`config.mk`:
```
export PLATFORM = sky130hd
export DESIGN_NAME = vdif_stream_second_monitor_unit
export DESIGN_NICKNAME = d
export VERILOG_FILES = /design/src/hw/rtl/vssm_pkg.sv /design/src/hw/rtl/vssm_front.sv /design/src/hw/rtl/vssm_queue.sv /design/src/hw/rtl/vssm_back.sv /design/src/hw/rtl/vssm_timecvt.sv /design/src/hw/rtl/vdif_stream_second_monitor_unit.sv
export SDC_FILE = /design/constraint.sdc
export NUM_CORES = 2
export LEC_CHECK = 0
export BUFFER_PORTS_ARGS = -buffer_cell sky130_fd_sc_hd__buf_2
export CELL_PAD_IN_SITES_DETAIL_PLACEMENT = 0
export CELL_PAD_IN_SITES_GLOBAL_PLACEMENT = 1
export CORE_MARGIN = 3
export CORE_UTILIZATION = 53
export DETAILED_ROUTE_END_ITERATION = 8
export MAX_ROUTING_LAYER = met4
export PLACE_DENSITY_LB_ADDON = 0.08
export SLEW_MARGIN = 20
export SYNTH_ARGS = -nofsm -noshare
export SYNTH_HDL_FRONTEND = slang
export SYNTH_SLANG_ARGS = --single-unit
```
`constraint.sdc`:
```
create_clock -name clk -period 48.9 [get_ports clk]
set_clock_uncertainty 0.2 [all_clocks]
set_input_delay 9.78 -clock clk [delete_from_list [all_inputs] [get_ports clk]]
set_output_delay 9.78 -clock clk [all_outputs]
set_load 0.005 [all_outputs]
```
`src/hw/rtl/vssm_pkg.sv`:
```
// Shared types, constants and helpers for the VDIF stream second monitor.
`default_nettype none
package vssm_pkg;

    localparam int unsigned MAX_PACKET_BYTES_DEF = 65507;

    localparam logic [29:0] SEC_MASK    = 30'h3FFF_FFFF;
    localparam logic [24:0] FCNT_MAX    = 25'h1FF_FFFF;
    localparam logic [39:0] BCNT_MAX    = 40'hFF_FFFF_FFFF;
    localparam logic [15:0] VDIF_HDR_BYTES   = 16'd32;
    localparam logic [15:0] LEGACY_HDR_BYTES = 16'd16;
    localparam logic [10:0] BASE_YEAR   = 11'd2000;

    // Register indexes of the configuration port
    localparam logic [1:0] CFG_BIG_ENDIAN    = 2'd0;
    localparam logic [1:0] CFG_OFFSET_BYTES  = 2'd1;
    localparam logic [1:0] CFG_FILTER_ENABLE = 2'd2;
    localparam logic [1:0] CFG_THREAD_SELECT = 2'd3;

    // Reciprocals for the constant divisions of the timestamp split.
    // seconds/86400 = ((seconds >> 7) * DAY_RECIP) >> 33, exact below 2^30
    localparam logic [23:0] DAY_RECIP   = 24'd12725830;
    localparam int unsigned DAY_SHIFT   = 33;
    // rem/3600 = ((rem >> 4) * HOUR_RECIP) >> 21, exact below 86400
    localparam logic [13:0] HOUR_RECIP  = 14'd9321;
    localparam int unsigned HOUR_SHIFT  = 21;
    // rem/60 = ((rem >> 2) * MIN_RECIP) >> 14, exact below 3600
    localparam logic [10:0] MIN_RECIP   = 11'd1093;
    localparam int unsigned MIN_SHIFT   = 14;

    localparam logic [16:0] SEC_PER_DAY  = 17'd86400;
    localparam logic [11:0] SEC_PER_HOUR = 12'd3600;
    localparam logic [5:0]  SEC_PER_MIN  = 6'd60;
    localparam logic [13:0] HALF_YEAR_DAYS      = 14'd181;
    localparam logic [13:0] HALF_LEAP_YEAR_DAYS = 14'd182;

    localparam int unsigned QUEUE_DEPTH = 2;

    typedef enum logic [1:0] {
        OP_TIMEOUT,
        OP_FRAME,
        OP_THREAD
    } op_kind_t;

    // Classified item handed from front to back
    typedef struct packed {
        op_kind_t    kind;
        logic [29:0] sec;
        logic [23:0] fno;
        logic [5:0]  epoch;
        logic [5:0]  tid;
        logic [15:0] pay;
        logic [15:0] last_pay;
    } op_t;

    // Result record moving down the timestamp pipeline
    typedef struct packed {
        logic [29:0] sec;
        logic [5:0]  epoch;
        logic [23:0] fno;
        logic [24:0] frames;
        logic [24:0] max_fno_p1;
        logic [5:0]  threads;
        logic [39:0] bytes;
        logic [15:0] last_pay;
        logic [13:0] days;
        logic [16:0] rem_day;
        logic [13:0] doy;
        logic [4:0]  hh;
        logic [11:0] rem_hour;
        logic [5:0]  mm;
        logic [5:0]  ss;
    } rec_t;

    typedef struct packed {
        logic big_endian;
        logic [9:0] offset;
        logic filter_en;
        logic [5:0] thread_sel;
    } cfg_t;

    function automatic logic [31:0] swap32(input logic [31:0] w);
        swap32 = {w[7:0], w[15:8], w[23:16], w[31:24]};
    endfunction

endpackage
`default_nettype wire

```
`src/hw/rtl/vssm_front.sv`:
```
// Front end: configuration registers, input register and item classification.
`default_nettype none
module vssm_front
    import vssm_pkg::*;
#(
    parameter int unsigned MAX_PACKET_BYTES = MAX_PACKET_BYTES_DEF
) (
    input  wire logic        clk,
    input  wire logic        rst_n,
    input  wire logic        cfg_valid,
    output logic             cfg_ready,
    input  wire logic [1:0]  cfg_index,
    input  wire logic [9:0]  cfg_data,
    input  wire logic        in_valid,
    output logic             in_ready,
    input  wire logic        command,
    input  wire logic [15:0] packet_length,
    input  wire logic [31:0] header_word0,
    input  wire logic [31:0] header_word1,
    input  wire logic [31:0] header_word3,
    output logic             op_valid,
    input  wire logic        op_ready,
    output op_t              op
);

    cfg_t cfg_reg, cfg_next;
    logic front_valid_reg, front_valid_next;
    op_t  front_op_reg, front_op_next;

    logic [15:0] len_c;
    logic [15:0] min_len;
    logic [15:0] hdr_bytes;
    logic [31:0] w0, w1, w3;
    logic        is_short;
    logic        accept;

    assign cfg_ready = 1'b1;

    always_comb
    begin
        cfg_next = cfg_reg;
        if (cfg_valid)
        begin
            unique case (cfg_index)
                CFG_BIG_ENDIAN:    cfg_next.big_endian = cfg_data[0];
                CFG_OFFSET_BYTES:  cfg_next.offset     = cfg_data;
                CFG_FILTER_ENABLE: cfg_next.filter_en  = cfg_data[0];
                CFG_THREAD_SELECT: cfg_next.thread_sel = cfg_data[5:0];
                default:           cfg_next = cfg_reg;
            endcase
        end
    end

    assign in_ready = !front_valid_reg || op_ready;
    assign accept   = in_valid && in_ready;

    always_comb
    begin
        len_c = (packet_length > 16'(MAX_PACKET_BYTES)) ? 16'(MAX_PACKET_BYTES)
                                                        : packet_length;
        min_len  = VDIF_HDR_BYTES + 16'(cfg_reg.offset);
        is_short = len_c < min_len;
        w0 = cfg_reg.big_endian ? swap32(header_word0) : header_word0;
        w1 = cfg_reg.big_endian ? swap32(header_word1) : header_word1;
        w3 = cfg_reg.big_endian ? swap32(header_word3) : header_word3;
        hdr_bytes = w0[30] ? LEGACY_HDR_BYTES : VDIF_HDR_BYTES;

        front_op_next.sec      = w0[29:0] & SEC_MASK;
        front_op_next.fno      = w1[23:0];
        front_op_next.epoch    = w1[29:24];
        front_op_next.tid      = w3[21:16];
        front_op_next.pay      = len_c - 16'(cfg_reg.offset) - hdr_bytes;
        front_op_next.last_pay = len_c - 16'(cfg_reg.offset) - VDIF_HDR_BYTES;
        if (command)
            front_op_next.kind = OP_TIMEOUT;
        else if (cfg_reg.filter_en && (w3[21:16] != cfg_reg.thread_sel))
            front_op_next.kind = OP_THREAD;
        else
            front_op_next.kind = OP_FRAME;

        // drop short packets here; a timeout always goes through
        if (accept)
            front_valid_next = command || !is_short;
        else if (op_ready)
            front_valid_next = 1'b0;
        else
            front_valid_next = front_valid_reg;
    end

    always_ff @(posedge clk or negedge rst_n)
    begin
        if (!rst_n)
        begin
            cfg_reg         <= '0;
            front_valid_reg <= 1'b0;
        end
        else
        begin
            cfg_reg         <= cfg_next;
            front_valid_reg <= front_valid_next;
        end
    end

    always_ff @(posedge clk)
    begin
        if (accept)
            front_op_reg <= front_op_next;
    end

    assign op_valid = front_valid_reg;
    assign op       = front_op_reg;

endmodule
`default_nettype wire

```
`src/hw/rtl/vssm_queue.sv`:
```
// Two-entry queue of classified items between front and back.
`default_nettype none
module vssm_queue
    import vssm_pkg::*;
(
    input  wire logic clk,
    input  wire logic rst_n,
    input  wire logic push_valid,
    output logic      push_ready,
    input  op_t       push_op,
    output logic      pop_valid,
    input  wire logic pop_ready,
    output op_t       pop_op
);

    localparam int unsigned PTR_W = $clog2(QUEUE_DEPTH);

    op_t mem_reg [QUEUE_DEPTH];
    logic [PTR_W-1:0] wr_ptr_reg, wr_ptr_next;
    logic [PTR_W-1:0] rd_ptr_reg, rd_ptr_next;
    logic [PTR_W:0]   count_reg, count_next;
    logic push, pop;

    assign push_ready = count_reg != (PTR_W+1)'(QUEUE_DEPTH);
    assign pop_valid  = count_reg != '0;
    assign push = push_valid && push_ready;
    assign pop  = pop_valid && pop_ready;
    assign pop_op = mem_reg[rd_ptr_reg];

    always_comb
    begin
        wr_ptr_next = wr_ptr_reg;
        rd_ptr_next = rd_ptr_reg;
        count_next  = count_reg;
        if (push)
            wr_ptr_next = (wr_ptr_reg == PTR_W'(QUEUE_DEPTH-1)) ? '0 : wr_ptr_reg + 1'b1;
        if (pop)
            rd_ptr_next = (rd_ptr_reg == PTR_W'(QUEUE_DEPTH-1)) ? '0 : rd_ptr_reg + 1'b1;
        if (push && !pop)
            count_next = count_reg + 1'b1;
        else if (pop && !push)
            count_next = count_reg - 1'b1;
    end

    always_ff @(posedge clk or negedge rst_n)
    begin
        if (!rst_n)
        begin
            wr_ptr_reg <= '0;
            rd_ptr_reg <= '0;
            count_reg  <= '0;
        end
        else
        begin
            wr_ptr_reg <= wr_ptr_next;
            rd_ptr_reg <= rd_ptr_next;
            count_reg  <= count_next;
        end
    end

    always_ff @(posedge clk)
    begin
        if (push)
            mem_reg[wr_ptr_reg] <= push_op;
    end

endmodule
`default_nettype wire

```
`src/hw/rtl/vssm_back.sv`:
```
// Back end: per-second statistics and the new-second result record.
`default_nettype none
module vssm_back
    import vssm_pkg::*;
(
    input  wire logic clk,
    input  wire logic rst_n,
    input  wire logic op_valid,
    output logic      op_ready,
    input  op_t       op,
    input  wire logic adv,
    output logic      rec_valid,
    output rec_t      rec
);

    logic [29:0] prev_sec_reg, prev_sec_next;
    logic [24:0] frame_cnt_reg, frame_cnt_next;
    logic [39:0] byte_cnt_reg, byte_cnt_next;
    logic [23:0] high_frame_reg, high_frame_next;
    logic [5:0]  high_thread_reg, high_thread_next;
    logic        rec_valid_reg, rec_valid_next;
    rec_t        rec_reg, rec_next;

    logic [40:0] byte_sum;
    logic [39:0] byte_sat;
    logic [23:0] hf_new;
    logic [24:0] fc_new;
    logic [5:0]  ht_new;
    logic        pop;

    assign op_ready = adv;
    assign pop = op_valid && adv;

    always_comb
    begin
        byte_sum = {1'b0, byte_cnt_reg} + 41'(op.pay);
        byte_sat = byte_sum[40] ? BCNT_MAX : byte_sum[39:0];
        hf_new   = (op.fno > high_frame_reg) ? op.fno : high_frame_reg;
        fc_new   = (frame_cnt_reg != FCNT_MAX) ? frame_cnt_reg + 1'b1 : frame_cnt_reg;
        ht_new   = (op.tid > high_thread_reg) ? op.tid : high_thread_reg;

        prev_sec_next    = prev_sec_reg;
        frame_cnt_next   = frame_cnt_reg;
        byte_cnt_next    = byte_cnt_reg;
        high_frame_next  = high_frame_reg;
        high_thread_next = high_thread_reg;
        rec_valid_next   = adv ? 1'b0 : rec_valid_reg;

        rec_next            = '0;
        rec_next.sec        = op.sec;
        rec_next.epoch      = op.epoch;
        rec_next.fno        = op.fno;
        rec_next.frames     = fc_new;
        rec_next.max_fno_p1 = {1'b0, hf_new} + 25'd1;
        rec_next.threads    = ht_new;
        rec_next.bytes      = byte_sat;
        rec_next.last_pay   = op.last_pay;

        if (pop)
        begin
            unique case (op.kind)
                OP_TIMEOUT:
                begin
                    byte_cnt_next   = '0;
                    high_frame_next = '0;
                end
                OP_THREAD:
                begin
                    high_thread_next = ht_new;
                end
                OP_FRAME:
                begin
                    high_thread_next = ht_new;
                    if (op.sec != prev_sec_reg)
                    begin
                        // new second: emit, then restart the statistics
                        rec_valid_next  = 1'b1;
                        prev_sec_next   = op.sec;
                        frame_cnt_next  = '0;
                        byte_cnt_next   = '0;
                        high_frame_next = '0;
                    end
                    else
                    begin
                        frame_cnt_next  = fc_new;
                        byte_cnt_next   = byte_sat;
                        high_frame_next = hf_new;
                    end
                end
                default:
                begin
                    high_thread_next = high_thread_reg;
                end
            endcase
        end
    end

    always_ff @(posedge clk or negedge rst_n)
    begin
        if (!rst_n)
        begin
            prev_sec_reg    <= '0;
            frame_cnt_reg   <= '0;
            byte_cnt_reg    <= '0;
            high_frame_reg  <= '0;
            high_thread_reg <= 6'd1;
            rec_valid_reg   <= 1'b0;
        end
        else
        begin
            prev_sec_reg    <= prev_sec_next;
            frame_cnt_reg   <= frame_cnt_next;
            byte_cnt_reg    <= byte_cnt_next;
            high_frame_reg  <= high_frame_next;
            high_thread_reg <= high_thread_next;
            rec_valid_reg   <= rec_valid_next;
        end
    end

    always_ff @(posedge clk)
    begin
        if (adv)
            rec_reg <= rec_next;
    end

    assign rec_valid = rec_valid_reg;
    assign rec       = rec_reg;

endmodule
`default_nettype wire

```
`src/hw/rtl/vssm_timecvt.sv`:
```
// Timestamp pipeline: seconds field to day of year, hour, minute, second.
`default_nettype none
module vssm_timecvt
    import vssm_pkg::*;
(
    input  wire logic clk,
    input  wire logic rst_n,
    input  wire logic rec_valid,
    input  rec_t      rec,
    output logic      adv,
    output logic      out_valid,
    input  wire logic out_ready,
    output rec_t      out_rec
);

    localparam int unsigned STAGES = 6;

    logic [STAGES:1] v_reg;
    rec_t st_reg [1:STAGES];
    rec_t st_next [1:STAGES];

    logic [46:0] p_day;
    logic [30:0] day_secs;
    logic [29:0] rem_day_w;
    logic [26:0] p_hour;
    logic [16:0] hour_secs;
    logic [16:0] rem_hour_w;
    logic [20:0] p_min;
    logic [11:0] min_secs;
    logic [11:0] ss_w;
    logic [13:0] doy_adj;

    // whole pipeline moves together; stall when the last stage is held
    assign adv       = !v_reg[STAGES] || out_ready;
    assign out_valid = v_reg[STAGES];
    assign out_rec   = st_reg[STAGES];

    always_comb
    begin
        st_next[1] = rec;
        p_day = 47'(rec.sec[29:7]) * 47'(DAY_RECIP);
        st_next[1].days = p_day[DAY_SHIFT +: 14];

        st_next[2] = st_reg[1];
        day_secs  = 31'(st_reg[1].days) * 31'(SEC_PER_DAY);
        rem_day_w = st_reg[1].sec - day_secs[29:0];
        st_next[2].rem_day = rem_day_w[16:0];
        // odd epoch starts on July 1
        if (st_reg[1].epoch[0])
            doy_adj = (st_reg[1].epoch[2:1] == 2'd0) ? HALF_LEAP_YEAR_DAYS : HALF_YEAR_DAYS;
        else
            doy_adj = '0;
        st_next[2].doy = st_reg[1].days + 14'd1 + doy_adj;

        st_next[3] = st_reg[2];
        p_hour = 27'(st_reg[2].rem_day[16:4]) * 27'(HOUR_RECIP);
        st_next[3].hh = p_hour[HOUR_SHIFT +: 5];

        st_next[4] = st_reg[3];
        hour_secs  = 17'(st_reg[3].hh) * 17'(SEC_PER_HOUR);
        rem_hour_w = st_reg[3].rem_day - hour_secs;
        st_next[4].rem_hour = rem_hour_w[11:0];

        st_next[5] = st_reg[4];
        p_min = 21'(st_reg[4].rem_hour[11:2]) * 21'(MIN_RECIP);
        st_next[5].mm = p_min[MIN_SHIFT +: 6];

        st_next[6] = st_reg[5];
        min_secs = 12'(st_reg[5].mm) * 12'(SEC_PER_MIN);
        ss_w     = st_reg[5].rem_hour - min_secs;
        st_next[6].ss = ss_w[5:0];
    end

    always_ff @(posedge clk or negedge rst_n)
    begin
        if (!rst_n)
            v_reg <= '0;
        else if (adv)
            v_reg <= {v_reg[STAGES-1:1], rec_valid};
    end

    always_ff @(posedge clk)
    begin
        if (adv)
        begin
            for (int i = 1; i <= STAGES; i++)
                st_reg[i] <= st_next[i];
        end
    end

endmodule
`default_nettype wire

```
`src/hw/rtl/vdif_stream_second_monitor_unit.sv`:
```
// Top level of the VDIF stream second monitor.
// Usage:
//   Input channel (in_valid/in_ready): one item per packet header, or a
//   receive timeout when command is 1. Short packets are dropped in the
//   front end; timeouts clear the byte count and highest frame number.
//   Output channel (out_valid/out_ready): one statistics item each time the
//   seconds field changes, with the timestamp split into calendar fields.
//   Configuration channel (cfg_valid/cfg_ready, cfg_index, cfg_data): four
//   registers, always ready; write them only while the block is idle.
// Throughput: one item per cycle unless the timestamp pipeline stalls. The front
//   register, a two-entry queue and the statistics stage each take an item per cycle.
// Path: an item accepted into the front register passes through the queue to
//   the statistics stage; a result then runs through the 6-stage timestamp
//   pipeline before out_valid rises. The pipeline length is set by the three
//   reciprocal multiplies, each followed by a multiply-and-subtract stage.
// Reset: all statistics clear, highest thread starts at 1, configuration registers clear.
// Stall: when out_ready is low with a result waiting, the whole timestamp pipeline and
//   statistics stage hold; the queue and front register fill, then in_ready drops.
`default_nettype none
module vdif_stream_second_monitor_unit
    import vssm_pkg::*;
#(
    parameter int unsigned MAX_PACKET_BYTES = MAX_PACKET_BYTES_DEF
) (
    input  wire logic        clk,
    input  wire logic        rst_n,
    input  wire logic        cfg_valid,
    output logic             cfg_ready,
    input  wire logic [1:0]  cfg_index,
    input  wire logic [9:0]  cfg_data,
    input  wire logic        in_valid,
    output logic             in_ready,
    input  wire logic        command,
    input  wire logic [15:0] packet_length,
    input  wire logic [31:0] header_word0,
    input  wire logic [31:0] header_word1,
    input  wire logic [31:0] header_word3,
    output logic             out_valid,
    input  wire logic        out_ready,
    output logic [23:0]      frame_number,
    output logic [10:0]      year,
    output logic [13:0]      day_of_year,
    output logic [4:0]       hour,
    output logic [5:0]       minute,
    output logic [5:0]       second,
    output logic [24:0]      frames_counted,
    output logic [24:0]      max_frame_plus_one,
    output logic [5:0]       threads_seen,
    output logic [39:0]      payload_bytes_counted,
    output logic [15:0]      last_payload_bytes
);

    logic f_valid, f_ready;
    op_t  f_op;
    logic q_valid, q_ready;
    op_t  q_op;
    logic adv;
    logic r_valid;
    rec_t r_rec;
    rec_t o_rec;

    vssm_front #(
        .MAX_PACKET_BYTES(MAX_PACKET_BYTES)
    ) u_front (
        .clk          (clk),
        .rst_n        (rst_n),
        .cfg_valid    (cfg_valid),
        .cfg_ready    (cfg_ready),
        .cfg_index    (cfg_index),
        .cfg_data     (cfg_data),
        .in_valid     (in_valid),
        .in_ready     (in_ready),
        .command      (command),
        .packet_length(packet_length),
        .header_word0 (header_word0),
        .header_word1 (header_word1),
        .header_word3 (header_word3),
        .op_valid     (f_valid),
        .op_ready     (f_ready),
        .op           (f_op)
    );

    vssm_queue u_queue (
        .clk       (clk),
        .rst_n     (rst_n),
        .push_valid(f_valid),
        .push_ready(f_ready),
        .push_op   (f_op),
        .pop_valid (q_valid),
        .pop_ready (q_ready),
        .pop_op    (q_op)
    );

    vssm_back u_back (
        .clk      (clk),
        .rst_n    (rst_n),
        .op_valid (q_valid),
        .op_ready (q_ready),
        .op       (q_op),
        .adv      (adv),
        .rec_valid(r_valid),
        .rec      (r_rec)
    );

    vssm_timecvt u_timecvt (
        .clk      (clk),
        .rst_n    (rst_n),
        .rec_valid(r_valid),
        .rec      (r_rec),
        .adv      (adv),
        .out_valid(out_valid),
        .out_ready(out_ready),
        .out_rec  (o_rec)
    );

    assign frame_number          = o_rec.fno;
    assign year                  = BASE_YEAR + 11'(o_rec.epoch[5:1]);
    assign day_of_year           = o_rec.doy;
    assign hour                  = o_rec.hh;
    assign minute                = o_rec.mm;
    assign second                = o_rec.ss;
    assign frames_counted        = o_rec.frames;
    assign max_frame_plus_one    = o_rec.max_fno_p1;
    assign threads_seen          = o_rec.threads;
    assign payload_bytes_counted = o_rec.bytes;
    assign last_payload_bytes    = o_rec.last_pay;

endmodule
`default_nettype wire

```
=== Yosys cells after proc, flatten, opt, wreduce, memory -nomap -nowiden ===
Memory sizes are Yosys's and may differ from the RTL's.
Index checks and enable logic that the tools add are counted.

* Memories: 2
* Memory bits (writable): 1676
* Input bits: 130
* Output and inout port bits: 181
* Register bits: 427
* Logic and storage cells: 129

* Muxes and demuxes: 31
* Reduce and logical (&&, ||, !) cells: 30
* Multipliers: 6
* Eq/ne operators: 9
* $add $sub $neg: 17
* $lt $le $gt $ge: 4

{| class="wikitable"
|+ Memories
! name !! depth !! width !! rd ports !! clocked after memory_dff !! wr ports !! line !! text
|-
| u_timecvt.st_reg || 6 || 246 || 6 || 0 || 6 || vssm_timecvt.sv:19 || <nowiki>rec_t st_reg [1:STAGES];</nowiki>
|-
| u_queue.mem_reg || 2 || 100 || 1 || 0 || 1 || vssm_queue.sv:18 || <nowiki>op_t mem_reg [QUEUE_DEPTH];</nowiki>
|}

{| class="wikitable"
|+ Operator list
! cell !! number
|-
| 40-bit two-way mux || 2
|-
| 40-bit one-hot mux with 2 select lines || 1
|-
| 25-bit two-way mux || 2
|-
| 24-bit two-way mux || 2
|-
| 24-bit one-hot mux with 2 select lines || 1
|-
| 23-bit by 23-bit multiplier with 46-bit output (second input constant) || 1
|-
| 40-bit by 16-bit adder with 41-bit output || 1
|-
| 31-bit two-way mux || 1
|-
| 30-bit two-way mux || 1
|-
| 30-bit != test || 1
|-
| 13-bit by 14-bit multiplier with 26-bit output (second input constant) || 1
|-
| 24-bit by 1-bit adder with 25-bit output (second input constant) || 1
|-
| 25-bit by 1-bit adder with 25-bit output (second input constant) || 1
|-
| 25-bit != test (second input constant) || 1
|-
| 24-bit > comparator || 1
|-
| 22-bit two-way mux || 1
|-
| 10-bit by 11-bit multiplier with 20-bit output (second input constant) || 1
|-
| 17-bit subtractor || 1
|-
| 16-bit > comparator (second input constant) || 1
|-
| 16-bit < comparator || 1
|-
| 16-bit two-way mux || 1
|-
| 16-bit by 10-bit subtractor with 16-bit output || 1
|-
| 16-bit subtractor || 1
|-
| 16-bit by 6-bit subtractor with 16-bit output (second input constant) || 1
|-
| other kinds (29) || 70
|}

=== Logic depth before layout (Yosys ltp) ===
* Depth in word-level cells: 6
* Mapped depth: 24
* Depth with buffers taken out: 22

=== Hierarchy ===
From an unflattened synthesis, not the netlist that was laid out.

* Cell total of the unflattened synthesis: 4654
* Area total of the unflattened synthesis: 80777.5 um^2

{| class="wikitable"
|+ By module, submodules not included
! module !! instances !! cells an instance !! sequential area each (um^2) !! area each (um^2)
|-
| vssm_timecvt || 1 || 2587 || 39067.5 || 51675.8
|-
| vssm_back || 1 || 1275 || 8319.2 || 15056.9
|-
| vssm_queue || 1 || 329 || 6105.9 || 7860.0
|-
| vssm_front || 1 || 456 || 3358.2 || 6139.6
|-
| vdif_stream_second_monitor_unit || 1 || 7 || 0.0 || 45.0
|}

=== Worst setup path before layout ===
No wires, ideal clock.

* Path type: input port to flip-flop
* Start: input out_ready
* End: register u_timecvt.v_reg[1] (netlist bit)
* Buffers on the path: 1
* Data required time: 48502 ps
* Slack: 1734 ps
* Stages on the path: 3
* Data arrival time: 46768 ps
* Setup time: 198 ps
* Cell sequence: nand2b_1 -> clkbuf_1 -> mux2_2

* Cells in the longest elaborated chain, start to end: 1

{| class="wikitable"
|+ RTL lines
! element !! line !! text
|-
| from (decl) || vdif_stream_second_monitor_unit.sv:39 || <nowiki>input wire logic out_ready,</nowiki>
|-
| 1-bit logical OR || vssm_timecvt.sv:34 || <nowiki>assign adv = !v_reg[STAGES] || out_ready;</nowiki>
|-
| to (signal assigned) || vssm_timecvt.sv:79 || <nowiki>v_reg <= {v_reg[STAGES-1:1], rec_valid};</nowiki>
|-
| to (decl) || vssm_timecvt.sv:18 || <nowiki>logic [STAGES:1] v_reg;</nowiki>
|}

Every way passes these cells.
A chain may end at the register's enable or synchronous reset.

==> results_dict.tcl <==
set metrics [dict create \
    yosysTopAreaCellShare 0.628 \
    worst_slew_pin_slew_ps 1120 \
    antenna_violations_before_repair 20 \
    synth_edf_count 1493 \
    total_die_area_um2 139000 \
    ctsRootBufferMaster "sky130_fd_sc_hd__clkbuf_16" \
    clock_transition_at_path_regs_ps 60 \
    timing.hold.worst_path_depth 0 \
    chipWidth_um 373 \
    relSlewSlack 0.255 \
    yosys-mux-area-fraction 0.0382 \
    finalSetupViolations 0 \
    worst_case_clock_buffer_depth 3 \
    yosys_register_bits 1648 \
    rr_worst_depth 20 \
    synth.top_cells.by_area "sky130_fd_sc_hd__edfxtp_1 63%, sky130_fd_sc_hd__ha_1 9.0%, sky130_fd_sc_hd__dfrtp_1 5.4%" \
    number_of_global_route_vias_before_repair 34829 \
    timing.final.crit_share 0.273 \
    slew_viol_final 0 \
    syn_avg_cell_area_um2 16.4 \
    reg2reg_launch_point "u_back.rec[233]" \
    max-cap-violations 0 \
    synth_largest_area_cell "sky130_fd_sc_hd__edfxtp_1" \
    worstPathRequired_ps 49170 \
    synthArstFlopShare 0.0941 \
    placeableCoreArea_um2 133000 \
    yosysSeqAreaShare 0.683 \
    synth-main-ff-cell "sky130_fd_sc_hd__edfxtp_1" \
    rsz_0062_raised_after_global_routing "false" \
    yosys_synthesis_warning_count 0 \
    layout.nets 5583 \
    timing.fmax_ghz 0.0749 \
    postRouteWirelength_um 125000 \
    number_of_flip_flops_under_the_largest_register_name 1033 \
    grt_first_pass_wirelength_um 198000 \
    boundaryPins 311 \
    worst_slack_ps 35550 \
    synth-xor-area-share 0.0273 \
    clock_tree.htree_level_count 4 \
    initial_utilization 0.538 \
    setup.worst_path.start_class "input pin" \
    fraction_of_the_mapped_netlist_area_in_adder_cells 0.143 \
    die_h_um 373 \
    crit_fanout 5 \
    worst_reg2reg_setup_slack_ps 41490 \
    gp_congestion 0.826 \
    firstDrtPassIters 5 \
    crit_start "packet_length[4]" \
    hold_violations 0 \
    netlist_area_um2 71300 \
    tritoncts "done" \
    critical_path.endpoint "u_front.op[30]" \
    drc 0 \
    cts.repair.resized 0 \
    hpwl_um 85400 \
    clk-insertion-delay-late_ps 780 \
    synth_simple_gate_area_frac 0.0396 \
    crit_arrival_ps 13620 \
    cts_setup_buffers 0 \
    tmin_final_ps 13350 \
    detail_route.wl_per_cell_um 18.8 \
    clock_sinks 1648 \
    synth_top_family_by_area "adder cells" \
    vias_per_cell 5.20 \
    fraction_of_layout_instances_using_a_drive_strength_above_1 0.160 \
    place.port_buffers 284 \
    detailroute.via_count 34665 \
    cts_made_buffers 164 \
    drt.antenna.violating_nets 0 \
    status "finished clean" \
    compound_gate_portion_of_the_synthesized_area 0.0412 \
    globalRouteOverflowTotal 0 \
    areaGrowthSynthToFinish_pct 12.7 \
    syn-instance-count 4353 \
    place_ws_ps 34740 \
    endpoint_kind "flop" \
    cts_hold_repair.buffers 0 \
    worstHoldPathType "reg2reg" \
    grt_start_max_net_pins 200 \
    reg2reg_to "u_timecvt.st_reg[0][314]" \
    drt_iter0_drc 2567 \
    synth.lib_cells_used.distinct 79 \
    std_cell_rows 133 \
    grt_usage 0.189 \
    setup_tns_ps 0 \
    critical_path_class "in2reg" \
]
-- cells in the final DEF, fill, tap and decap left out, types with 10 or more instances in the layout --
master                         n
sky130_fd_sc_hd__xor2_1       94
sky130_fd_sc_hd__o21ai_0     103
sky130_fd_sc_hd__dfrtp_1     152
sky130_fd_sc_hd__nor3_1       38
sky130_fd_sc_hd__o22ai_1      15
sky130_fd_sc_hd__nor4_1       18
sky130_fd_sc_hd__nand4_1      33
sky130_fd_sc_hd__buf_2       283
sky130_fd_sc_hd__nand2_1     159
sky130_fd_sc_hd__xnor2_1     128
sky130_fd_sc_hd__clkinv_2     23
sky130_fd_sc_hd__and2_1       11
sky130_fd_sc_hd__o21a_1       23
sky130_fd_sc_hd__clkbuf_1     32
sky130_fd_sc_hd__clkinv_1     33
sky130_fd_sc_hd__inv_1       431
sky130_fd_sc_hd__diode_2      17
sky130_fd_sc_hd__or3_1        11
sky130_fd_sc_hd__a21o_1       33
sky130_fd_sc_hd__and3_1       28
sky130_fd_sc_hd__nand3_1      52
sky130_fd_sc_hd__fa_1        187
sky130_fd_sc_hd__clkbuf_16   165
sky130_fd_sc_hd__o31ai_1      17
sky130_fd_sc_hd__mux2_2      197
sky130_fd_sc_hd__nor2_1      127
sky130_fd_sc_hd__mux2i_1      31
sky130_fd_sc_hd__edfxtp_1   1493
sky130_fd_sc_hd__a21oi_1     120
sky130_fd_sc_hd__bufinv_16    18
sky130_fd_sc_hd__o21bai_1     12
sky130_fd_sc_hd__ha_1        514
sky130_fd_sc_hd__a31oi_1      10
sky130_fd_sc_hd__buf_4        24
sky130_fd_sc_hd__mux2_4       13
sky130_fd_sc_hd__nand2b_1     23
sky130_fd_sc_hd__nor2b_1      25
sky130_fd_sc_hd__a22o_1       37
-- synth_stat cells (all sizes together) (94+ instances only) --
library cell	instances
ha	514
xnor2	128
edfxtp	1493
mux2	210
nand2	159
inv	431
fa	187
o21ai	107
xor2	94
a21oi	120
dfrtp	154
nor2	129
-- metrics by stage --
step                      hold slack (ps)  cell area, um^2  cells   util
final                                 197            80400   6661  0.606
after global routing                  193            80400   6658  0.606
after CTS                             189            80400   6644  0.606
after detailed placement              205            74900   6341  0.565
after global placement                201            74900   6341  0.565
after floorplan                       200            71400   4358      -
-- per-layer routing --
layer	routed length, um	up-vias	global-route usage	share of wire
li1	-	16841	-	-
met1	60300	16927	0.271	0.48
met2	54200	716	0.270	0.43
met3	7780	181	0.0483	0.062
met4	2930	0	0.0549	0.023
met5	0	-	-	0
-- worst max-delay path, cell delays in order --
cell and delay [ps]:
sky130_fd_sc_hd__buf_2 100, sky130_fd_sc_hd__o311ai_0 610, sky130_fd_sc_hd__nor2b_1 270, sky130_fd_sc_hd__ha_1 190, sky130_fd_sc_hd__inv_1 60, sky130_fd_sc_hd__fa_1 420
sky130_fd_sc_hd__a21oi_1 210, sky130_fd_sc_hd__nor4bb_1 100, sky130_fd_sc_hd__o41a_1 330, sky130_fd_sc_hd__or3_1 330, sky130_fd_sc_hd__a211oi_1 500, sky130_fd_sc_hd__nand4b_1 300
sky130_fd_sc_hd__nor3_1 310, sky130_fd_sc_hd__xnor2_1 100
-- area by class of cell --
class | instances | area (um^2)
timing repair buffer | 312 | 1680
tap | 1755 | 2200
antenna | 17 | 42.5
clock inverter | 103 | 1210
clock buffer | 200 | 4290
sequential | 1648 | 48700
multi-input combinational | 2195 | 20700
inverter | 431 | 1620
fill | 9950 | 52200
-- cell families (layout without fill, tap and decap cells) --
group,Yosys count,in the layout
DFF,1648,1648
buffers and inverters,515,1046
xor gates and xnor gates,222,222
AOI/OAI and AO/OA,451,451
adders and majority gates,701,701
and+or+nand+nor,574,574
muxes,241,241
other,1,23
-- worst min path at each step --
| stage | start | to | slack [ps] |
|---|---|---|---|
| 6_report | u_timecvt.st_reg[1][34] | u_timecvt.st_reg[1][280] | 200 |
| 5_1_grt | u_timecvt.st_reg[1][215] | u_timecvt.st_reg[1][461] | 190 |
| 4_1_cts | u_timecvt.st_reg[1][215] | u_timecvt.st_reg[1][461] | 190 |
| 3_5_place_dp | u_back.rec[78] | u_timecvt.st_reg[0][324] | 200 |
| 3_3_place_gp | u_timecvt.st_reg[2][375] | u_timecvt.st_reg[3][129] | 200 |
| 2_1_floorplan | u_back.rec[74] | u_timecvt.st_reg[0][320] | 200 |
Power is not shown: default switching activity piles up to over one toggle a cycle in this logic, so the estimate is an artifact.
